==> src/rtl/mrlb_pkg.sv <==
// Shared types and constants of the minimum-raggedness line breaker.
`timescale 1ns / 1ps
package mrlb_pkg;

  localparam int WORD_W    = 12;
  localparam int GAP_W     = 10;
  localparam int PAGE_W    = 12;
  localparam int INDENT_W  = 11;
  localparam int EFF_W     = 14;
  localparam int LEN_W     = 17;
  localparam int REM_W     = 16;
  localparam int COST_W    = 31;
  localparam int BRK_W     = 7;
  localparam int CFG_IDX_W = 2;

  localparam logic [CFG_IDX_W-1:0] CFG_PAGE_WIDTH   = 2'd0;
  localparam logic [CFG_IDX_W-1:0] CFG_FIRST_INDENT = 2'd1;

  localparam logic [PAGE_W-1:0] PAGE_WIDTH_RESET = 12'd480;

  typedef logic [COST_W-1:0] cost_t;

  localparam cost_t COST_MAX = '1;

  typedef enum logic [2:0] {
    CU_HOLD,
    CU_ROW,
    CU_ACC,
    CU_MUL,
    CU_ADD,
    CU_ZERO
  } cu_op_t;

  typedef struct packed {
    cu_op_t                   op;
    logic                     first;
    logic signed [EFF_W-1:0]  eff;
  } cu_ctl_t;

  typedef struct packed {
    logic over;
    logic better;
    logic none;
  } cu_status_t;

endpackage

==> src/rtl/min_raggedness_line_breaker_core.sv <==
// Top level of the minimum-raggedness line breaker: load, solve and emit sequencer.
`timescale 1ns / 1ps
//
// Channel  Handshake                  Payload
// cfg      cfg_valid / cfg_ready      cfg_index, cfg_data
// word     word_valid / word_stall    word_width, gap_before, attach_to_previous, last_word
// break    break_valid / break_stall  break_index, last_line
//
// Words load one per cycle while the block is idle.
// The solve has an init step, then per start word a row and a finish step; each scanned word
// is read and accumulated, then squared and added at a legal break, or zeroed at the last.
// Each line then takes a table read, an output load and its request, held by any break_stall.
// Reset sets page_width to 480 and first_line_indent to 0 and clears the word count.
// word_stall stays high from the paragraph's last word until its last break is taken.
module min_raggedness_line_breaker_core #(
  parameter int MAX_WORDS = 64
) (
  input  logic                                 clk,
  input  logic                                 rst,
  input  logic                                 cfg_valid,
  output logic                                 cfg_ready,
  input  logic [mrlb_pkg::CFG_IDX_W-1:0]       cfg_index,
  input  logic [mrlb_pkg::PAGE_W-1:0]          cfg_data,
  input  logic                                 word_valid,
  output logic                                 word_stall,
  input  logic [mrlb_pkg::WORD_W-1:0]          word_width,
  input  logic signed [mrlb_pkg::GAP_W-1:0]    gap_before,
  input  logic                                 attach_to_previous,
  input  logic                                 last_word,
  output logic                                 break_valid,
  input  logic                                 break_stall,
  output logic [mrlb_pkg::BRK_W-1:0]           break_index,
  output logic                                 last_line
);
  import mrlb_pkg::*;

  localparam int AW = $clog2(MAX_WORDS);
  localparam int CW = $clog2(MAX_WORDS + 1);

  localparam logic [3:0] S_IDLE = 4'd0;
  localparam logic [3:0] S_INIT = 4'd1;
  localparam logic [3:0] S_ROW  = 4'd2;
  localparam logic [3:0] S_RD   = 4'd3;
  localparam logic [3:0] S_ACC  = 4'd4;
  localparam logic [3:0] S_MUL  = 4'd5;
  localparam logic [3:0] S_ADD  = 4'd6;
  localparam logic [3:0] S_ZERO = 4'd7;
  localparam logic [3:0] S_FIN  = 4'd8;
  localparam logic [3:0] S_ERD  = 4'd9;
  localparam logic [3:0] S_ELD  = 4'd10;
  localparam logic [3:0] S_EOUT = 4'd11;

  logic [3:0]                 state;
  logic [PAGE_W-1:0]          page_width;
  logic [INDENT_W-1:0]        first_line_indent;
  logic [CW-1:0]              word_count;
  logic [CW-1:0]              count_inc;
  logic [CW-1:0]              j_inc;
  logic [AW-1:0]              i;
  logic [AW-1:0]              j;
  logic [AW-1:0]              cur;
  logic [AW-1:0]              best_end;
  cost_t                      prev_best;
  logic                       word_acc;
  logic                       para_end;
  logic                       last_j;
  logic signed [EFF_W-1:0]    eff;
  logic signed [EFF_W-1:0]    indent_x;

  logic [WORD_W-1:0]          rd_width;
  logic [GAP_W-1:0]           rd_gap;
  logic                       rd_attach;
  cost_t                      rd_cost;
  logic [AW-1:0]              rd_end;

  logic                       tbl_we;
  logic [AW-1:0]              tbl_waddr;
  cost_t                      tbl_cost;
  logic [AW-1:0]              tbl_end;

  cu_ctl_t                    cu_ctl;
  cu_status_t                 cu_status;
  cost_t                      cu_best;

  assign cfg_ready  = 1'b1;
  assign word_stall = state != S_IDLE;
  assign word_acc   = word_valid && !word_stall;
  assign count_inc  = word_count + CW'(1);
  assign para_end   = last_word || (count_inc == CW'(MAX_WORDS));
  assign j_inc      = CW'(j) + CW'(1);
  assign last_j     = j_inc == word_count;

  assign indent_x = {{(EFF_W-INDENT_W){first_line_indent[INDENT_W-1]}}, first_line_indent};
  assign eff      = $signed({{(EFF_W-PAGE_W){1'b0}}, page_width})
                    - ((i == '0) ? indent_x : '0);

  always_comb begin
    cu_ctl.first = j == i;
    cu_ctl.eff   = eff;
    unique case (state)
      S_ROW:   cu_ctl.op = CU_ROW;
      S_ACC:   cu_ctl.op = CU_ACC;
      S_MUL:   cu_ctl.op = CU_MUL;
      S_ADD:   cu_ctl.op = CU_ADD;
      S_ZERO:  cu_ctl.op = CU_ZERO;
      default: cu_ctl.op = CU_HOLD;
    endcase
  end

  always_comb begin
    tbl_we    = 1'b0;
    tbl_waddr = i;
    tbl_cost  = cu_status.none ? prev_best : cu_best;
    tbl_end   = cu_status.none ? i : best_end;
    if (state == S_INIT) begin
      tbl_we    = 1'b1;
      tbl_waddr = AW'(word_count - CW'(1));
      tbl_cost  = '0;
      tbl_end   = AW'(word_count - CW'(1));
    end else if (state == S_FIN) begin
      tbl_we = 1'b1;
    end
  end

  mrlb_word_store #(
    .DEPTH(MAX_WORDS)
  ) u_word_store (
    .clk          (clk),
    .we           (word_acc),
    .waddr        (word_count[AW-1:0]),
    .wr_width     (word_width),
    .wr_gap       (gap_before),
    .wr_attach    (attach_to_previous),
    .word_raddr   (j),
    .attach_raddr (j_inc[AW-1:0]),
    .rd_width     (rd_width),
    .rd_gap       (rd_gap),
    .rd_attach    (rd_attach)
  );

  mrlb_dp_table #(
    .DEPTH(MAX_WORDS)
  ) u_dp_table (
    .clk        (clk),
    .we         (tbl_we),
    .waddr      (tbl_waddr),
    .wr_cost    (tbl_cost),
    .wr_end     (tbl_end),
    .cost_raddr (j_inc[AW-1:0]),
    .end_raddr  (cur),
    .rd_cost    (rd_cost),
    .rd_end     (rd_end)
  );

  mrlb_cost_unit u_cost_unit (
    .clk        (clk),
    .ctl        (cu_ctl),
    .word_width (rd_width),
    .gap        (rd_gap),
    .best_next  (rd_cost),
    .status     (cu_status),
    .best       (cu_best)
  );

  always_ff @(posedge clk) begin
    if (rst) begin
      page_width        <= PAGE_WIDTH_RESET;
      first_line_indent <= '0;
    end else if (cfg_valid && cfg_ready) begin
      if (cfg_index == CFG_PAGE_WIDTH) begin
        page_width <= cfg_data;
      end else if (cfg_index == CFG_FIRST_INDENT) begin
        first_line_indent <= cfg_data[INDENT_W-1:0];
      end
    end
  end

  always_ff @(posedge clk) begin
    if (rst) begin
      state       <= S_IDLE;
      word_count  <= '0;
      break_valid <= 1'b0;
    end else begin
      unique case (state)
        S_IDLE: begin
          if (word_acc) begin
            word_count <= count_inc;
            if (para_end) begin
              state <= S_INIT;
            end
          end
        end
        S_INIT: begin
          prev_best <= '0;
          cur       <= '0;
          if (word_count == CW'(1)) begin
            state <= S_ERD;
          end else begin
            i     <= AW'(word_count - CW'(2));
            state <= S_ROW;
          end
        end
        S_ROW: begin
          j     <= i;
          state <= S_RD;
        end
        S_RD: begin
          state <= S_ACC;
        end
        S_ACC: begin
          priority if (cu_status.over) begin
            state <= S_FIN;
          end else if (!last_j && rd_attach) begin
            j     <= j + AW'(1);
            state <= S_RD;
          end else if (last_j) begin
            state <= S_ZERO;
          end else begin
            state <= S_MUL;
          end
        end
        S_MUL: begin
          state <= S_ADD;
        end
        S_ADD: begin
          if (cu_status.better) begin
            best_end <= j;
          end
          j     <= j + AW'(1);
          state <= S_RD;
        end
        S_ZERO: begin
          if (cu_status.better) begin
            best_end <= j;
          end
          state <= S_FIN;
        end
        S_FIN: begin
          prev_best <= tbl_cost;
          if (i == '0) begin
            cur   <= '0;
            state <= S_ERD;
          end else begin
            i     <= i - AW'(1);
            state <= S_ROW;
          end
        end
        S_ERD: begin
          state <= S_ELD;
        end
        S_ELD: begin
          break_index <= BRK_W'(rd_end) + BRK_W'(1);
          last_line   <= (CW'(rd_end) + CW'(1)) == word_count;
          break_valid <= 1'b1;
          state       <= S_EOUT;
        end
        S_EOUT: begin
          if (!break_stall) begin
            break_valid <= 1'b0;
            if (last_line) begin
              word_count <= '0;
              state      <= S_IDLE;
            end else begin
              cur   <= break_index[AW-1:0];
              state <= S_ERD;
            end
          end
        end
        default: begin
          state <= S_IDLE;
        end
      endcase
    end
  end

`ifndef ASSERT_OFF
  a_line_end_order: assert property (@(posedge clk) disable iff (rst)
    state == S_ELD |-> rd_end >= cur)
    else $error("line end lies before its start word");

  a_last_break_count: assert property (@(posedge clk) disable iff (rst)
    break_valid && last_line |-> break_index == BRK_W'(word_count))
    else $error("final break does not match the word count");

  a_para_solve: assert property (@(posedge clk) disable iff (rst)
    word_acc && last_word |=> state == S_INIT)
    else $error("last word did not start the solve");

  a_count_bound: assert property (@(posedge clk) disable iff (rst)
    word_count <= CW'(MAX_WORDS))
    else $error("word count beyond store depth");

  a_scan_range: assert property (@(posedge clk) disable iff (rst)
    state == S_ACC |-> j >= i && j_inc <= word_count)
    else $error("scan index outside the current row");
`endif

endmodule

==> src/rtl/mrlb_word_store.sv <==
// Word memories holding width, gap and attach flag of each stored word.
`timescale 1ns / 1ps
module mrlb_word_store #(
  parameter int DEPTH = 64,
  localparam int AW = $clog2(DEPTH)
) (
  input  logic                        clk,
  input  logic                        we,
  input  logic [AW-1:0]               waddr,
  input  logic [mrlb_pkg::WORD_W-1:0] wr_width,
  input  logic [mrlb_pkg::GAP_W-1:0]  wr_gap,
  input  logic                        wr_attach,
  input  logic [AW-1:0]               word_raddr,
  input  logic [AW-1:0]               attach_raddr,
  output logic [mrlb_pkg::WORD_W-1:0] rd_width,
  output logic [mrlb_pkg::GAP_W-1:0]  rd_gap,
  output logic                        rd_attach
);
  import mrlb_pkg::*;

  logic [WORD_W-1:0] width_mem [DEPTH];
  logic [GAP_W-1:0]  gap_mem [DEPTH];
  logic              attach_mem [DEPTH];

  always_ff @(posedge clk) begin
    if (we) begin
      width_mem[waddr]  <= wr_width;
      gap_mem[waddr]    <= wr_gap;
      attach_mem[waddr] <= wr_attach;
    end
    rd_width  <= width_mem[word_raddr];
    rd_gap    <= gap_mem[word_raddr];
    rd_attach <= attach_mem[attach_raddr];
  end

endmodule

==> src/rtl/mrlb_dp_table.sv <==
// Dynamic-program tables: best cost and best line end for each start word.
`timescale 1ns / 1ps
module mrlb_dp_table #(
  parameter int DEPTH = 64,
  localparam int AW = $clog2(DEPTH)
) (
  input  logic            clk,
  input  logic            we,
  input  logic [AW-1:0]   waddr,
  input  mrlb_pkg::cost_t wr_cost,
  input  logic [AW-1:0]   wr_end,
  input  logic [AW-1:0]   cost_raddr,
  input  logic [AW-1:0]   end_raddr,
  output mrlb_pkg::cost_t rd_cost,
  output logic [AW-1:0]   rd_end
);
  import mrlb_pkg::*;

  cost_t         cost_mem [DEPTH];
  logic [AW-1:0] end_mem [DEPTH];

  always_ff @(posedge clk) begin
    if (we) begin
      cost_mem[waddr] <= wr_cost;
      end_mem[waddr]  <= wr_end;
    end
    rd_cost <= cost_mem[cost_raddr];
    rd_end  <= end_mem[end_raddr];
  end

endmodule

==> src/rtl/mrlb_cost_unit.sv <==
// Shared line-cost unit: length accumulate, fit compare, square, add and minimum.
`timescale 1ns / 1ps
module mrlb_cost_unit (
  input  logic                              clk,
  input  mrlb_pkg::cu_ctl_t                 ctl,
  input  logic [mrlb_pkg::WORD_W-1:0]       word_width,
  input  logic [mrlb_pkg::GAP_W-1:0]        gap,
  input  mrlb_pkg::cost_t                   best_next,
  output mrlb_pkg::cu_status_t              status,
  output mrlb_pkg::cost_t                   best
);
  import mrlb_pkg::*;

  logic signed [LEN_W-1:0] len;
  logic signed [LEN_W-1:0] len_next;
  logic signed [LEN_W-1:0] eff_x;
  logic signed [LEN_W-1:0] gap_x;
  logic signed [LEN_W-1:0] width_x;
  logic signed [LEN_W-1:0] rem_full;
  logic [REM_W-1:0]        rem;
  logic [2*REM_W-1:0]      prod;
  logic [COST_W:0]         sum;
  cost_t                   sq;
  cost_t                   cand;

  assign gap_x    = ctl.first ? '0 : {{(LEN_W-GAP_W){gap[GAP_W-1]}}, gap};
  assign width_x  = {{(LEN_W-WORD_W){1'b0}}, word_width};
  assign eff_x    = {{(LEN_W-EFF_W){ctl.eff[EFF_W-1]}}, ctl.eff};
  assign len_next = len + width_x + gap_x;
  assign rem_full = eff_x - len_next;
  assign prod     = rem * rem;
  assign sum      = {1'b0, sq} + {1'b0, best_next};
  assign cand     = sum[COST_W] ? COST_MAX : sum[COST_W-1:0];

  always_comb begin
    status.over = len_next > eff_x;
    status.none = best == COST_MAX;
    unique case (ctl.op)
      CU_ADD:  status.better = cand < best;
      CU_ZERO: status.better = best != '0;
      default: status.better = 1'b0;
    endcase
  end

  always_ff @(posedge clk) begin
    unique case (ctl.op)
      CU_ROW: begin
        len  <= '0;
        best <= COST_MAX;
      end
      CU_ACC: begin
        len <= len_next;
        rem <= rem_full[REM_W-1:0];
      end
      CU_MUL: begin
        sq <= prod[COST_W-1:0];
      end
      CU_ADD: begin
        if (status.better) begin
          best <= cand;
        end
      end
      CU_ZERO: begin
        best <= '0;
      end
      default: begin
      end
    endcase
  end

endmodule

==> config.mk <==
export PLATFORM = sky130hd
export DESIGN_NAME = min_raggedness_line_breaker_core
export DESIGN_NICKNAME = d
export VERILOG_FILES = /design/src/rtl/mrlb_pkg.sv /design/src/rtl/min_raggedness_line_breaker_core.sv /design/src/rtl/mrlb_word_store.sv /design/src/rtl/mrlb_dp_table.sv /design/src/rtl/mrlb_cost_unit.sv
export SDC_FILE = /design/constraint.sdc
export NUM_CORES = 2
export LEC_CHECK = 0
export ABC_AREA = 0
export BUFFER_PORTS_ARGS = -buffer_cell sky130_fd_sc_hd__buf_4
export CORE_MARGIN = 2
export CORE_UTILIZATION = 60
export DETAILED_ROUTE_END_ITERATION = 7
export PLACE_DENSITY = 0.73
export SLEW_MARGIN = 25
export SYNTH_ARGS = -nofsm -noshare
export SYNTH_HDL_FRONTEND = slang
export SYNTH_HIERARCHICAL = 1
export SYNTH_SLANG_ARGS = --single-unit
==> constraint.sdc <==
create_clock -name clk -period 17.9 [get_ports clk]
set_clock_uncertainty 0.1 [all_clocks]
set_input_delay 0.895 -clock clk [delete_from_list [all_inputs] [get_ports clk]]
set_output_delay 0.895 -clock clk [all_outputs]
set_load 0.1 [all_outputs]
## Yosys cells after proc, flatten, opt, wreduce, memory -nomap -nowiden

Memories as Yosys holds them, arrays and structs flattened. A register that Yosys moved wholly into a read port is not among the register bits.
Index checks and enable logic that the tools add are counted.

| cells by class | value |
|---|---|
| add/subtract/negate cells | 12 |
| $mul | 1 |
| div/mod/pow operators | 0 |
| order comparisons | 2 |
| equal/unequal tests | 34 |
| shifts and indexed selects | 0 |
| mux-type cells | 46 |
| bitwise gates (word level) | 2 |
| reductions and logical operators | 31 |

Operator list:

| cell | number |
|---|---|
| 2-to-1 mux 31 bit | 4 |
| one-hot mux 31 bit (3 select lines) | 1 |
| one-hot mux 31 bit (2 select lines) | 1 |
| 2-to-1 mux 6 bit | 10 |
| one-hot mux 4 bit (11 select lines) | 1 |
| one-hot mux 6 bit (3 select lines) | 2 |
| one-hot mux 17 bit (2 select lines) | 1 |
| adder 31 x 31 -> 32 bit | 1 |
| equality test 31 bit (second input constant) | 1 |
| less-than comparator 31 bit | 1 |
| multiplier 16 x 16 -> 31 bit | 1 |
| nonzero test 31 bit | 1 |
| 2-to-1 mux 4 bit | 7 |
| 2-to-1 mux 7 bit | 3 |
| != test 2 bit (second input constant) | 9 |
| adder 17 x 13 -> 17 bit | 1 |
| adder 17 bit | 1 |
| > comparator 17 x 14 -> 1 bit | 1 |
| 2-to-1 mux 17 bit | 1 |
| equality test 4 x 3 -> 1 bit (second input constant) | 4 |
| equality test 4 bit (second input constant) | 4 |
| subtractor 14 x 16 -> 16 bit | 1 |
| one-hot mux 3 bit (5 select lines) | 1 |
| adder 6 x 1 -> 7 bit (second input constant) | 2 |
| other kinds (38) | 68 |

| storage, ports and cells | value |
|---|---|
| register bits after elaboration | 193 |
| bits in latches | 0 |
| RAM bits | 3840 |
| memory bits (read-only) | 0 |
| bits of input ports | 43 |
| word-level logic and storage cells | 149 |
| memories kept | 5 |

Memories:

| memory | words | bits a word | rd ports | clocked after Yosys merged registers in | wr ports | line | RTL |
|---|---|---|---|---|---|---|---|
| u_dp_table.cost_mem | 64 | 31 | 1 | 1 | 1 | mrlb_dp_table.sv:19 | `cost_t cost_mem [DEPTH];` |
| u_word_store.width_mem | 64 | 12 | 1 | 1 | 1 | mrlb_word_store.sv:21 | `logic [WORD_W-1:0] width_mem [DEPTH];` |
| u_word_store.gap_mem | 64 | 10 | 1 | 1 | 1 | mrlb_word_store.sv:22 | `logic [GAP_W-1:0] gap_mem [DEPTH];` |
| u_dp_table.end_mem | 64 | 6 | 1 | 1 | 1 | mrlb_dp_table.sv:20 | `logic [AW-1:0] end_mem [DEPTH];` |
| u_word_store.attach_mem | 64 | 1 | 1 | 1 | 1 | mrlb_word_store.sv:23 | `logic attach_mem [DEPTH];` |

## Depth between registers and ports, before layout

| depth | value |
|---|---|
| depth in word-level cells | 7 |
| mapped depth | 26 |
| gate-level depth less buffers | 25 |

## Hierarchy

The synthesis kept the hierarchy.

By module, submodules not included:

| module | times used | cells an instance | area an instance (um2) | seq. area each (um2) |
|---|---|---|---|---|
| mrlb_dp_table | 1 | 3938 | 90685.7 | 71848.9 |
| mrlb_word_store | 1 | 2401 | 56804.5 | 44662.8 |
| mrlb_cost_unit | 1 | 1594 | 14919.3 | 2822.7 |
| min_raggedness_line_breaker_core | 1 | 663 | 6044.5 | 2592.5 |

## Least setup slack after synthesis

Ideal clock, no wire load.

| path | value |
|---|---|
| path kind | register to register |
| start point | register u_cost_unit.rem[4] |
| end point | register u_cost_unit.sq[30], data pin |
| library setup time | 0.260 ns |
| arrival time | 6.115 ns |
| required time | 17.540 ns |
| path slack | 11.425 ns |
| cell stages (with the launch flop) | 23 |
| path through | edfxtp_1 clkbuf_1 clkbuf_1 nand2_1 fa_1 inv_1 fa_1 fa_1 fa_1 fa_1 inv_1 fa_1 inv_1 ha_1 a21oi_1 o21ai_0 a2111o_1 a31oi_1 o21ai_0 o21bai_1 a21oi_1 o21ai_0 xnor2_1 |

| on the way | value |
|---|---|
| longest elaborated chain between the ends | 1 |

Ends and longest elaborated chain:

| element | line | RTL |
|---|---|---|
| start, declared | mrlb_cost_unit.sv:20 | `logic [REM_W-1:0] rem;` |
| start signal, assigned | mrlb_cost_unit.sv:53 | `rem <= rem_full[REM_W-1:0];` |
| multiplier 16 x 16 -> 31 bit | mrlb_cost_unit.sv:31 | `assign prod = rem * rem;` |
| named net u_cost_unit.prod[30] | mrlb_cost_unit.sv:21 | `logic [2*REM_W-1:0] prod;` |
| end signal, assigned | mrlb_cost_unit.sv:56 | `sq <= prod[COST_W-1:0];` |
| end, declared | mrlb_cost_unit.sv:23 | `cost_t sq;` |

The timed path passes the listed nets, and every way through them passes these cells.
A chain may end at the register's enable or synchronous reset.

## Final worst setup path

| path | value |
|---|---|
| start point | register u_cost_unit.rem[6] |
| end point | register u_cost_unit.sq[24], data pin |

The elaborated chain is that of the path after synthesis.

==> results.sh <==
export IMPL_outcome="complete, no violations"
export IMPL_rows=194
export IMPL_period_share=0.400
export IMPL_syn_nets=9048
export IMPL_port_buffer_count=52
export IMPL_ys_ff_latch=4092
export IMPL_synthArstFlopShare=0
export IMPL_synth_cells=8596
export IMPL_dieArea_um2=285000
export IMPL_grt_pass1_wl_mm=613
export IMPL_hold_viol=0
export IMPL_crit_reg2reg_capture="u_cost_unit/sq[24]"
export IMPL_final_cell_mix="edfxtp_1, mux4_2, clkbuf_16, inv_1, buf_4"
export IMPL_synth_edf_count=3997
export IMPL_finalSetupTns_ps=0
export IMPL_post_cts_buffers=0
export IMPL_path_cells="and2_1 -> inv_1 -> fa_1 -> inv_1 -> fa_1 -> inv_1 -> fa_1 -> inv_1 -> fa_1 -> fa_1 -> inv_1 -> fa_1 -> inv_1 -> ha_1 -> nand2_1 -> o21ai_0 -> o2111a_1 -> nor3_1 -> o211ai_1 -> a31o_2 -> a21oi_1 -> xnor2_1"
export IMPL_rrSetupSlack_ps=10740
export IMPL_cts_buffers=399
export IMPL_die_x_um=534
export IMPL_grt_pass1_vias=88588
export IMPL_cts_num_sinks=4092
export IMPL_critPathMaxStageDelay_ps=880
export IMPL_gp_congestion=0.877
export IMPL_hold_start="cfg_data[5]"
export IMPL_start_kind="register"
export IMPL_grt_overflow_total=0
export IMPL_endpoint_kind="register"
export IMPL_slowest_stage="edfxtp_1"
export IMPL_rsz0062_at_grt="no"
export IMPL_crit_family="adder cells"
export IMPL_holdCritPathClass="in -> reg"
export IMPL_register_area_um2=122000
export IMPL_fin_cells=12947
export IMPL_post_cts_resized=0
export IMPL_holdPathStages=3
export IMPL_crit_required_ps=18450
export IMPL_insertion_delay_ps=970
export IMPL_total_power_uw=29700
export IMPL_reg2regPathDepth=22
export IMPL_via_per_inst=6.71
export IMPL_synth_cell_area_um2=168000
export IMPL_ys_warnings_count=6
export IMPL_cts_root_buf="clkbuf_16"
export IMPL_ant_nets=0
export IMPL_coreArea_um2=279000
export IMPL_clk_path_buf_depth=4
export IMPL_irDropWorstVdd_mv=0.474
export IMPL_r2r_start="u_cost_unit/rem[6]"
export IMPL_drt_iter0_markers=11877
export IMPL_synth_ff_type="edfxtp_1"
export IMPL_wl_per_cell_um=32.5
export IMPL_drive_gt1_frac=0.228
export IMPL_hpwl_mm=237
export IMPL_cts_max_level=5
export IMPL_path_clk_slew_ps=60
export IMPL_critPathMaxFanout=17
export IMPL_layout_commonest_cell="edfxtp_1"
export IMPL_min_to="page_width[5]"
export IMPL_fin_nets=9334
export IMPL_dieHeight_um=534
export IMPL_hold_buffers=0
export IMPL_io_pins=54
export IMPL_max_freq_mhz=140
export IMPL_dr_pass1_iters=6
export IMPL_syn_to_final_growth_pct=11.3
export IMPL_slew_violations=0
export IMPL_p_leak_uw=0.0616
export IMPL_wl_mm=421
export IMPL_start_util=0.603
export IMPL_vias=86905
export IMPL_fin_util=0.671
export IMPL_slew_headroom=0.188
export IMPL_drv_cap=0
export IMPL_nFillCells=17337
export IMPL_drc=0
export IMPL_avgSynthCellArea_um2=19.6
export IMPL_arrival_ps=7710
export IMPL_final_min_clock_period_ps=7160
export IMPL_power_density_nw_per_um2=158
export IMPL_multi_input_area_um2=44200
export IMPL_place_inst=12204
export IMPL_cts_tree="built"
export IMPL_tightest_slew_ps=1210
export IMPL_synth_cell_type_count=100
export IMPL_finalSetupViolations=0
export IMPL_crit_buf_inv=6
export IMPL_grt_usage=0.298
export IMPL_ys_seq_area_frac=0.724
export IMPL_critPathKind="reg -> reg"
export IMPL_antenna_found_initial=19
export IMPL_grt_start_max_net_pins=141
[synthesized netlist by cell type, drive strengths merged, types with 5 or more instances]
library cell / n / area share
a2111oi: 24 / 0.0013
a211o: 5 / 0.00027
a211oi: 24 / 0.0011
a21o: 58 / 0.0026
a21oi: 182 / 0.0055
a22o: 21 / 0.0011
a22oi: 88 / 0.0039
a311oi: 22 / 0.0012
a31oi: 36 / 0.0013
a32o: 11 / 0.00065
and2: 63 / 0.0023
and3: 15 / 0.00056
buf: 231 / 0.0085
clkbuf: 196 / 0.0044
dfxtp: 95 / 0.011
edfxtp: 3997 / 0.71
fa: 180 / 0.021
ha: 229 / 0.017
inv: 338 / 0.0075
mux2: 20 / 0.0013
mux2i: 198 / 0.012
mux4: 984 / 0.13
nand2: 307 / 0.0069
nand2b: 26 / 0.00097
nand3: 106 / 0.0032
nand3b: 29 / 0.0013
nand4: 33 / 0.0012
nor2: 388 / 0.0086
nor2b: 59 / 0.0022
nor3: 67 / 0.0020
nor3b: 6 / 0.00027
nor4: 17 / 0.00067
nor4b: 5 / 0.00035
o211ai: 6 / 0.00027
o21a: 9 / 0.00040
o21ai: 118 / 0.0035
o21bai: 13 / 0.00058
o221ai: 41 / 0.0021
o22ai: 94 / 0.0035
or2: 36 / 0.0013
or3: 17 / 0.00070
xnor2: 93 / 0.0048
xor2: 41 / 0.0021
[routing by layer]
layer	up-vias	wire [um]	track usage
met3	861	43100	0.0560
li1	35261	-	-
met2	5219	206000	0.480
met4	8	18100	0.113
met5	-	59	0
met1	45556	154000	0.410
[flip-flops by register name, summed over array words and instances (netlist names), 30 cells and up]
name	count
u_cost_unit/sq	30
u_word_store/attach_mem	64
u_cost_unit/best	31
u_dp_table/rd_cost	31
u_dp_table/cost_mem	1984
prev_best	31
u_word_store/gap_mem	640
u_word_store/width_mem	768
u_dp_table/end_mem	384
[how the worst max path moves through the flow]
stage                       startpoint                  to  cells past startpoint  slack, ps
CTS                 u_cost_unit/rem[6]  u_cost_unit/sq[24]                     22      10750
floorplan           u_cost_unit/rem[4]  u_cost_unit/sq[30]                     22      11430
detailed placement  u_cost_unit/rem[6]  u_cost_unit/sq[24]                     22      10750
global route                      j[5]                j[0]                     23      10260
finish              u_cost_unit/rem[6]  u_cost_unit/sq[24]                     22      10740
global placement    u_cost_unit/rem[6]  u_cost_unit/sq[24]                     22      10740
[layout make-up]
cell class,count,share of cell area
multi-input combinational,3739,0.236
timing repair buffer,312,0.0132
clock inverter,228,0.0129
antenna,10,0.000133
inverter,338,0.00683
tap,3724,0.0248
sequential,4092,0.650
clock buffer,504,0.0563
[logic make-up after synthesis]
kind of cell,after synthesis,synth area share
muxes,1202,0.145
DFF,4092,0.724
and+or+nand+nor,1195,0.0338
xor gates and xnor gates,135,0.00710
AOI/OAI and AO/OA,797,0.0317
buffers and inverters,765,0.0204
other,1,0.0000223
adders and majority gates,409,0.0384
[per-stage QoR]
stage	cell area [um^2]	hold slack [ps]	worst slack (ps)
after CTS	187000	56.6	10750
after global routing	187000	90.4	10260
final	188000	121	10740
after detailed placement	174000	358	10750
after floorplan	168000	336	11430
after global placement	174000	350	10740
[power breakdown]
part	switching (uW)	internal [uW]
clock network	3580	4750
logic	5910	3570
registers	137	11700
[worst min-delay path: stages]
cell and delay, ps:
buf_4 80, nand2_1 40, nand3b_1 70
No activity file was read; power rests on OpenSTA's default activity.
